===== src/design/bqd_pkg.sv =====
package bqd_pkg;

  // coefficient and delay formats are fixed by the register map
  localparam int COEF_W    = 19;
  localparam int DELAY_W   = 40;
  localparam int NUM_COEFS = 5;
  localparam int IDX_W     = 3;

  typedef enum logic [IDX_W-1:0] {
    REG_B0 = 3'd0,
    REG_B1 = 3'd1,
    REG_B2 = 3'd2,
    REG_A1 = 3'd3,
    REG_A2 = 3'd4
  } reg_idx_t;

  localparam logic signed [COEF_W-1:0] B0_RESET = 19'sd65536;

  // kind field codes
  localparam logic KIND_FILTER = 1'b0;
  localparam logic KIND_CLEAR  = 1'b1;

  typedef enum logic [7:0] {
    ST_IDLE = 8'b0000_0001,
    ST_B0   = 8'b0000_0010,
    ST_Y    = 8'b0000_0100,
    ST_A1   = 8'b0000_1000,
    ST_B2   = 8'b0001_0000,
    ST_A2   = 8'b0010_0000,
    ST_N2   = 8'b0100_0000,
    ST_CLR  = 8'b1000_0000
  } state_t;

endpackage


===== src/design/biquad_iir_filter_df2t_top.sv =====
// Channel  Direction  Handshake           Payload
// -------  ---------  ------------------  ---------------------------------
// in       input      in_valid/in_stall   in_kind, in_sample_in
// out      output     out_valid/out_stall out_sample_out, out_clipped
// cfg      input      cfg_we (no wait)    cfg_index, cfg_data
//
// A filter request occupies the block from the idle state in which it is
// accepted through six sequencer steps (B0, Y, A1, B2, A2, N2). Five steps each
// form one product on the single shared coef x sample multiplier (b0, b1, a1,
// b2, a2); each product is registered and accumulated in the step after it is
// formed. The result is registered as N2 finishes. A clear request passes
// through ST_CLR only, whose result is registered as it finishes. Only one
// request is in flight at a time.
// rst_n is synchronous, active low: coefficients return to pass-through,
// both delays to zero. A stalled result holds the last step until taken;
// a new request is accepted while a previous result still waits.
module biquad_iir_filter_df2t_top #(
  parameter int SAMPLE_WIDTH   = 16,
  parameter int COEF_FRAC_BITS = 16
) (
  input  logic                             clk,
  input  logic                             rst_n,
  input  logic                             in_valid,
  output logic                             in_stall,
  input  logic                             in_kind,
  input  logic signed [SAMPLE_WIDTH-1:0]   in_sample_in,
  output logic                             out_valid,
  input  logic                             out_stall,
  output logic signed [SAMPLE_WIDTH-1:0]   out_sample_out,
  output logic                             out_clipped,
  input  logic                             cfg_we,
  input  logic [bqd_pkg::IDX_W-1:0]        cfg_index,
  input  logic [bqd_pkg::COEF_W-1:0]       cfg_data
);
  import bqd_pkg::*;

  // product width and accumulator width (two guard bits)
  localparam int PW = COEF_W + SAMPLE_WIDTH;
  localparam int AW = ((PW > DELAY_W) ? PW : DELAY_W) + 2;

  localparam logic signed [AW-1:0] Y_HI =
    {{(AW-SAMPLE_WIDTH+1){1'b0}}, {(SAMPLE_WIDTH-1){1'b1}}};
  localparam logic signed [AW-1:0] Y_LO = ~Y_HI;
  localparam logic signed [AW-1:0] D_HI =
    {{(AW-DELAY_W+1){1'b0}}, {(DELAY_W-1){1'b1}}};
  localparam logic signed [AW-1:0] D_LO = ~D_HI;
  localparam logic signed [AW-1:0] RND  =
    {{(AW-1){1'b0}}, 1'b1} << (COEF_FRAC_BITS-1);

  state_t state_r, state_nxt;

  logic signed [COEF_W-1:0]       b0_r, b1_r, b2_r, a1_r, a2_r;
  logic signed [DELAY_W-1:0]      z1_r, z1_nxt, z2_r, z2_nxt;
  logic signed [SAMPLE_WIDTH-1:0] x_r, x_nxt, y_r, y_nxt;
  logic signed [PW-1:0]           prod_r, prod_nxt;
  logic signed [AW-1:0]           acc_r, acc_nxt;
  logic                           hit_r, hit_nxt;
  logic                           out_valid_r, out_valid_nxt;
  logic signed [SAMPLE_WIDTH-1:0] out_smp_r, out_smp_nxt;
  logic                           out_clip_r, out_clip_nxt;

  // shared multiplier operands
  logic signed [COEF_W-1:0]       mul_coef;
  logic signed [SAMPLE_WIDTH-1:0] mul_smp;
  logic signed [PW-1:0]           mul_res;

  logic signed [AW-1:0] prod_ext, sum_y, rnd_y, shf_y, diff;
  logic                 out_free, in_acc;

  assign in_acc   = in_valid && !in_stall;
  assign out_free = !out_valid_r || !out_stall;

  always_comb begin
    case (state_r)
      ST_B0:   mul_coef = b0_r;
      ST_Y:    mul_coef = b1_r;
      ST_A1:   mul_coef = a1_r;
      ST_B2:   mul_coef = b2_r;
      ST_A2:   mul_coef = a2_r;
      default: mul_coef = b0_r;
    endcase
    mul_smp = (state_r == ST_A1 || state_r == ST_A2) ? y_r : x_r;
  end

  assign mul_res  = mul_coef * mul_smp;
  assign prod_ext = AW'(prod_r);
  assign sum_y    = prod_ext + AW'(z1_r);
  assign rnd_y    = sum_y + RND;
  assign shf_y    = rnd_y >>> COEF_FRAC_BITS;
  // feedback terms are subtracted from the running sum
  assign diff     = acc_r - prod_ext;

  always_comb begin
    state_nxt     = state_r;
    z1_nxt        = z1_r;
    z2_nxt        = z2_r;
    x_nxt         = x_r;
    y_nxt         = y_r;
    prod_nxt      = prod_r;
    acc_nxt       = acc_r;
    hit_nxt       = hit_r;
    out_valid_nxt = out_valid_r && out_stall;
    out_smp_nxt   = out_smp_r;
    out_clip_nxt  = out_clip_r;

    case (state_r)
      ST_IDLE: begin
        if (in_acc) begin
          hit_nxt = 1'b0;
          x_nxt   = in_sample_in;
          if (in_kind == KIND_CLEAR) begin
            z1_nxt    = '0;
            z2_nxt    = '0;
            state_nxt = ST_CLR;
          end else begin
            state_nxt = ST_B0;
          end
        end
      end
      ST_B0: begin
        prod_nxt  = mul_res;
        state_nxt = ST_Y;
      end
      ST_Y: begin
        // round half up, then saturate to sample width
        if (shf_y > Y_HI) begin
          y_nxt   = Y_HI[SAMPLE_WIDTH-1:0];
          hit_nxt = 1'b1;
        end else if (shf_y < Y_LO) begin
          y_nxt   = Y_LO[SAMPLE_WIDTH-1:0];
          hit_nxt = 1'b1;
        end else begin
          y_nxt = shf_y[SAMPLE_WIDTH-1:0];
        end
        prod_nxt  = mul_res;
        state_nxt = ST_A1;
      end
      ST_A1: begin
        acc_nxt   = prod_ext + AW'(z2_r);
        prod_nxt  = mul_res;
        state_nxt = ST_B2;
      end
      ST_B2: begin
        if (diff > D_HI) begin
          z1_nxt  = D_HI[DELAY_W-1:0];
          hit_nxt = 1'b1;
        end else if (diff < D_LO) begin
          z1_nxt  = D_LO[DELAY_W-1:0];
          hit_nxt = 1'b1;
        end else begin
          z1_nxt = diff[DELAY_W-1:0];
        end
        prod_nxt  = mul_res;
        state_nxt = ST_A2;
      end
      ST_A2: begin
        acc_nxt   = prod_ext;
        prod_nxt  = mul_res;
        state_nxt = ST_N2;
      end
      ST_N2: begin
        if (out_free) begin
          if (diff > D_HI) begin
            z2_nxt       = D_HI[DELAY_W-1:0];
            out_clip_nxt = 1'b1;
          end else if (diff < D_LO) begin
            z2_nxt       = D_LO[DELAY_W-1:0];
            out_clip_nxt = 1'b1;
          end else begin
            z2_nxt       = diff[DELAY_W-1:0];
            out_clip_nxt = hit_r;
          end
          out_smp_nxt   = y_r;
          out_valid_nxt = 1'b1;
          state_nxt     = ST_IDLE;
        end
      end
      ST_CLR: begin
        if (out_free) begin
          out_smp_nxt   = '0;
          out_clip_nxt  = 1'b0;
          out_valid_nxt = 1'b1;
          state_nxt     = ST_IDLE;
        end
      end
      default: begin
        state_nxt = ST_IDLE;
      end
    endcase
  end

  always_ff @(posedge clk) begin
    if (!rst_n) begin
      state_r     <= ST_IDLE;
      out_valid_r <= 1'b0;
      z1_r        <= '0;
      z2_r        <= '0;
      b0_r        <= B0_RESET;
      b1_r        <= '0;
      b2_r        <= '0;
      a1_r        <= '0;
      a2_r        <= '0;
    end else begin
      state_r     <= state_nxt;
      out_valid_r <= out_valid_nxt;
      z1_r        <= z1_nxt;
      z2_r        <= z2_nxt;
      if (cfg_we) begin
        case (cfg_index)
          REG_B0:  b0_r <= cfg_data;
          REG_B1:  b1_r <= cfg_data;
          REG_B2:  b2_r <= cfg_data;
          REG_A1:  a1_r <= cfg_data;
          REG_A2:  a2_r <= cfg_data;
          default: ;
        endcase
      end
    end
  end

  // datapath, no reset
  always_ff @(posedge clk) begin
    x_r        <= x_nxt;
    y_r        <= y_nxt;
    prod_r     <= prod_nxt;
    acc_r      <= acc_nxt;
    hit_r      <= hit_nxt;
    out_smp_r  <= out_smp_nxt;
    out_clip_r <= out_clip_nxt;
  end

  assign in_stall       = (state_r != ST_IDLE);
  assign out_valid      = out_valid_r;
  assign out_sample_out = out_smp_r;
  assign out_clipped    = out_clip_r;

  // an accepted request always leaves idle
  a_leave_idle: assert property (@(posedge clk) disable iff (!rst_n)
    in_acc |=> state_r != ST_IDLE)
    else $error("accepted request did not start the sequencer");

  // last step retires straight into the result register
  a_n2_retire: assert property (@(posedge clk) disable iff (!rst_n)
    (state_r == ST_N2 && out_free) |=> (out_valid_r && state_r == ST_IDLE))
    else $error("final step did not deliver a result");

  // results only come from the two finishing states
  a_result_src: assert property (@(posedge clk) disable iff (!rst_n)
    $rose(out_valid_r) |-> ($past(state_r) == ST_N2 || $past(state_r) == ST_CLR))
    else $error("result raised outside a finishing state");

  // clear leaves both delays at zero
  a_clear_zero: assert property (@(posedge clk) disable iff (!rst_n)
    (state_r == ST_CLR) |-> (z1_r == '0 && z2_r == '0))
    else $error("delays not cleared");

endmodule

===== config.mk =====
export PLATFORM = sky130hd
export DESIGN_NAME = biquad_iir_filter_df2t_top
export DESIGN_NICKNAME = d
export VERILOG_FILES = /design/src/design/bqd_pkg.sv /design/src/design/biquad_iir_filter_df2t_top.sv
export SDC_FILE = /design/constraint.sdc
export NUM_CORES = 2
export LEC_CHECK = 0
export BUFFER_PORTS_ARGS = -buffer_cell sky130_fd_sc_hd__clkbuf_2
export CAP_MARGIN = 5
export CORE_AREA = 2 2 266 268
export DETAILED_ROUTE_END_ITERATION = 16
export DIE_AREA = 0 0 268 270
export PLACE_DENSITY = 0.56
export RECOVER_POWER = 50
export SYNTH_ARGS = -nofsm -noshare
export SYNTH_HDL_FRONTEND = slang
export SYNTH_SLANG_ARGS = --single-unit
export TNS_END_PERCENT = 20

===== constraint.sdc =====
create_clock -name clk -period 25.9 [get_ports clk]
set_clock_uncertainty 0.2 [all_clocks]
set_input_delay 1.295 -clock clk [delete_from_list [all_inputs] [get_ports clk]]
set_output_delay 1.295 -clock clk [all_outputs]
set_load 0.05 [all_outputs]

# Word-level counts from Yosys, hierarchy flattened
# Index checks and enable logic that the tools add are counted.
# word_totals
regBits,311
word_cells,99
input_bits,44
out_inout_bits,19
# op_classes
add_sub_neg,4
muxes,29
eq_ne,19
order_cmp,4
n_mul,1
reduce_logical,26
# ops
operator,count
40-bit two-way mux,5
40-bit case mux with 2 select lines,2
42-bit case mux with 2 select lines,1
35-bit by 40-bit adder with 41-bit output,2
19-bit case mux with 4 select lines,1
16-bit two-way mux,4
8-bit case mux with 7 select lines,1
"41-bit by 17-bit adder with 42-bit output, second input constant",1
"42-bit by 40-bit greater-than comparator with 1-bit output, second input constant",1
"42-bit by 40-bit < comparator with 1-bit output, second input constant",1
42-bit by 35-bit subtractor with 42-bit output,1
19-bit by 16-bit multiplier with 35-bit output,1
16-bit case mux with 2 select lines,1
"26-bit by 16-bit greater-than comparator with 1-bit output, second input constant",1
"26-bit by 16-bit < comparator with 1-bit output, second input constant",1
8-bit two-way mux,3
2-bit AND reduction,7
1-bit two-way mux,9
3-bit AND reduction,3
"8-bit by 1-bit equality test with 1-bit output, second input constant",1
"8-bit by 2-bit equality test with 1-bit output, second input constant",1
"8-bit by 3-bit equality test with 1-bit output, second input constant",1
"8-bit by 4-bit equality test with 1-bit output, second input constant",1
"8-bit by 5-bit equality test with 1-bit output, second input constant",1
21 further kinds,32

# Longest topological paths before layout
# depth
depth_word,6
mapped_depth,35

# Least setup slack after synthesis
# OpenSTA, ideal clock, no wires.
# synth_path
path_type,register -> register
startpoint,reg state_r[7]
endpoint,reg prod_r[34] (data pin)
n_path_buf,3
path_stages_with_launch,30
synth_period_minus_slack_ns,8.799
slack_ns,17.101
arrival_time_ns,8.441
required_time_ns,25.542
cell_sequence,dfxtp_1 -> or4_1 -> or3_1 -> nor3b_2 -> nand2b_1 -> buf_4 -> buf_4 -> mux2i_1 -> clkbuf_1 -> nor2_1 -> fa_1 -> inv_1 -> fa_1 -> fa_1 -> inv_1 -> fa_1 -> fa_1 -> inv_1 -> fa_1 -> inv_1 -> ha_1 -> a2111oi_2 -> a221oi_1 -> nor4_1 -> a21oi_1 -> o21a_1 -> a41o_1 -> or4_1 -> a2111o_1 -> o211ai_1
# synth_via
elab_chain_len,4
elab_cells_between_ends,8
# synth_lines
item,line,source
from (decl),biquad_iir_filter_df2t_top.sv:50,"state_t state_r, state_nxt;"
from (signal assigned),biquad_iir_filter_df2t_top.sv:204,state_r <= state_nxt;
"parallel branches: the longest is 3 deep, another holds 19-bit case mux with 4 select lines",n/a,
19-bit by 16-bit multiplier with 35-bit output (*),biquad_iir_filter_df2t_top.sv:85,assign mul_res = mul_coef * mul_smp;
named net mul_res[34],biquad_iir_filter_df2t_top.sv:65,logic signed [PW-1:0] mul_res;
to (signal assigned),biquad_iir_filter_df2t_top.sv:225,prod_r <= prod_nxt;
to (decl),biquad_iir_filter_df2t_top.sv:55,"logic signed [PW-1:0] prod_r, prod_nxt;"
# Mark *: on every way through the listed nets, which the timed path passes.
# A chain may end at the register's enable or synchronous reset.

# Worst setup path after layout
# Ends and elaborated chain as after synthesis.

==> flow_summary.toml <==
[final_layout]
final_layout_size_suffix_gt1_frac = 0.0605
fin_nets = 3971
final_cell_count_no_fill = 4343
syn_to_final_growth_pct = 7.74
antenna_cells = 0
fillerInstances = 6621

[global_route]
grt_pass1_wl_um = 136000
antenna_found_initial = 0
grtUsageTotal = 0.239
grt_overflow_total = 0
grt_max_degree = 109
grt_pass1_vias = 24584

[yosys]
syn_nets = 3963
synth_flop_cell = "dfxtp_1"
yosysWarnings = 0
yosys.cell_count.top_type = "nand2_1"
synth_seq_cells = 310
synth_area_um2 = 30300
synth_edf_count = 126
synth_area_per_cell_um2 = 9.02
synthTopCellsByArea = "fa_1 20%, edfxtp_1 12%, dfxtp_1 12%"
async_flop_share = 0
synthTopCellsByCount = "458 x nand2_1, 430 x inv_1, 306 x fa_1"
syn_inst = 3366
synth.distinct_cells = 87
synth_top_area_cell = "fa_1"
seq_area_frac_synth = 0.246
synth_top_area_frac = 0.202

[routing]
detailroute.via_count = 24019
via_per_inst = 5.53
wl_per_cell_um = 19.7
drcViolationCount = 0
first_pass_iters = 5
drt-total-wl_um = 85600
antenna_left = 0
drtIter0Drc = 1542

[floorplan]
ios = 63
die_height_um = 270
num_rows = 97
dieArea_um2 = 72400
core_area_um2 = 69500
fp.dieW_um = 268
initial_utilization = 0.436

[placed_design]
gp_congestion = 0.996
port_buffers = 62
dp_cells = 4274
dp_hpwl_um = 67500

[critical_path]
r2r_start = "state_r[7]"
end_kind = "register"
worst-setup-path-type = "register to register"
cp_data_required_time_ns = 26.09
arrival_ns = 13.46
critPathTopFamily = "buffers and inverters"
crit_fanout = 64
slowest_stage = "clkbuf_1"
critical_path_buf_inv_count = 5
max_stage_delay_ns = 3.07
crit_start = "state_r[7]"
path_common_cell = "fa_1"
critPathLaunchType = "register"

[clocking]
cts_tree = "built"
hold_buffers = 0
cts_resized = 0
numCtsBuffers = 38
cts_root_buf = "clkbuf_16"
clkTransAtPathRegs_ns = 0.06
cts-htree-levels = 2
clock_path_buffers = 3
insertion_delay_ns = 0.56
cts_setup_buffers = 0
cts_sinks = 310

[pwr]
total_power_mw = 1.51
p_int_mw = 1.01
switching_share = 0.326
ir_drop_mv = 0.0508
p_leak_nw = 14.5
seq_power_share = 0.357
p_sw_mw = 0.491
combPwrFrac = 0.291
clkPwrFrac = 0.353
power_density_nw_per_um2 = 46.1

[sta]
rsz0062_at_grt = "false"
tns_ns = 0
setup_viol_count_final = 0
post-route-period-util = 0.512
tightest_slew_ns = 4.42
drv_slew = 259
max_clock_freq_mhz = 75.4
layout_min_cycle_time_ns = 13.27
maxSlewHeadroom = -1.94
hold_viol_final = 0

[status]
violations = "max-capacitance violations, max-slew violations"
status = "finished, violations left"

[worst_hold_path]
hold_path_class = "register to register"
worstHoldStart = "z1_r[3]"

[flow_run]
drv_cap = 7
==> path summary, 6_finish.rpt <==
path / endpoint / slack (ns) / cells past startpoint
worst max register to register: prod_r[34] / 12.63 / 28
worst min register to register: z1_r[3] / 0.26 / 2
worst max-delay path: prod_r[34] / 12.63 / 28
worst min-delay path: z1_r[3] / 0.26 / 2
==> final cells by class <==
type	instances	area, um2	area share
Inverter	430	1610	0.0494
Multi-Input combinational cell	2502	20700	0.634
Clock inverter	18	170	0.00520
Clock buffer	51	1060	0.0325
Sequential cell	310	7470	0.228
Timing Repair Buffer	92	477	0.0146
Tap cell	940	1180	0.0360
==> flip-flops by register name (all words and copies together), names as in the netlist <==
signal,cells
x_r,16
y_r,16
acc_r,41
a1_r,19
z2_r,40
a2_r,19
z1_r,40
b1_r,19
prod_r,35
b0_r,19
hit_r,1
out_sample_out,16
b2_r,19
out_valid,1
out_clipped,1
state_r,8
==> placed cells by master (no fill, tap or decap), types with 40 or more instances in the layout <==
master | Yosys | final
nand2_1 | 458 | 458
inv_1 | 430 | 430
fa_1 | 306 | 306
nor2_1 | 290 | 287
ha_1 | 247 | 247
dfxtp_1 | 184 | 184
a21oi_1 | 171 | 170
edfxtp_1 | 126 | 126
a21boi_0 | 103 | 104
o21ai_0 | 103 | 103
a21o_1 | 83 | 83
xnor2_1 | 77 | 77
a221o_1 | 67 | 67
nand3_1 | 42 | 42
xor2_1 | 40 | 40
==> cell families after synthesis <==
kind of cell,Yosys count,synth area share
AO/OA/AOI/OAI,782,0.186
XOR/XNOR,117,0.0338
adder cells (fa/ha/maj),553,0.304
buffers and inverters,554,0.0721
flip-flops,310,0.246
multiplexers,29,0.00998
AND/OR/NAND/NOR,1021,0.148
==> power groups by stage <==
stage / combinational [mW] / sequential, mW / clock [mW]
after floorplan: 0.333 / 0.544 / 0
after global placement: 0.428 / 0.547 / 0
after detailed placement: 0.439 / 0.547 / 0
after CTS: 0.441 / 0.537 / 0.544
after global routing: 0.503 / 0.538 / 0.564
final: 0.438 / 0.537 / 0.531
==> layer usage <==
metal | GRT usage | part of all wire
met5 | 0 | 0
met4 | 0.0763 | 0.033
met3 | 0.0289 | 0.046
met2 | 0.394 | 0.46
met1 | 0.326 | 0.46
==> tightest hold or removal path, delay by kind of cell (launching register included) <==
family / cells / cell delay (ns)
flip-flops: 1 / 0.33
AO/OA/AOI/OAI: 1 / 0.06
AND/OR/NAND/NOR: 1 / 0.05
==> per-stage QoR <==
stage          worst slack (ns)  area, um2  utilization  hold WS [ns]
6_report                  12.63      32700        0.470         0.263
5_1_grt                   11.86      32700        0.470         0.284
4_1_cts                   15.76      32800        0.471         0.267
3_5_place_dp              15.82      31500        0.453         0.254
3_3_place_gp              16.00      31500        0.453         0.246
2_1_floorplan             17.10      30300            -         0.232
Note: power is estimated with default switching activity, not from simulation.
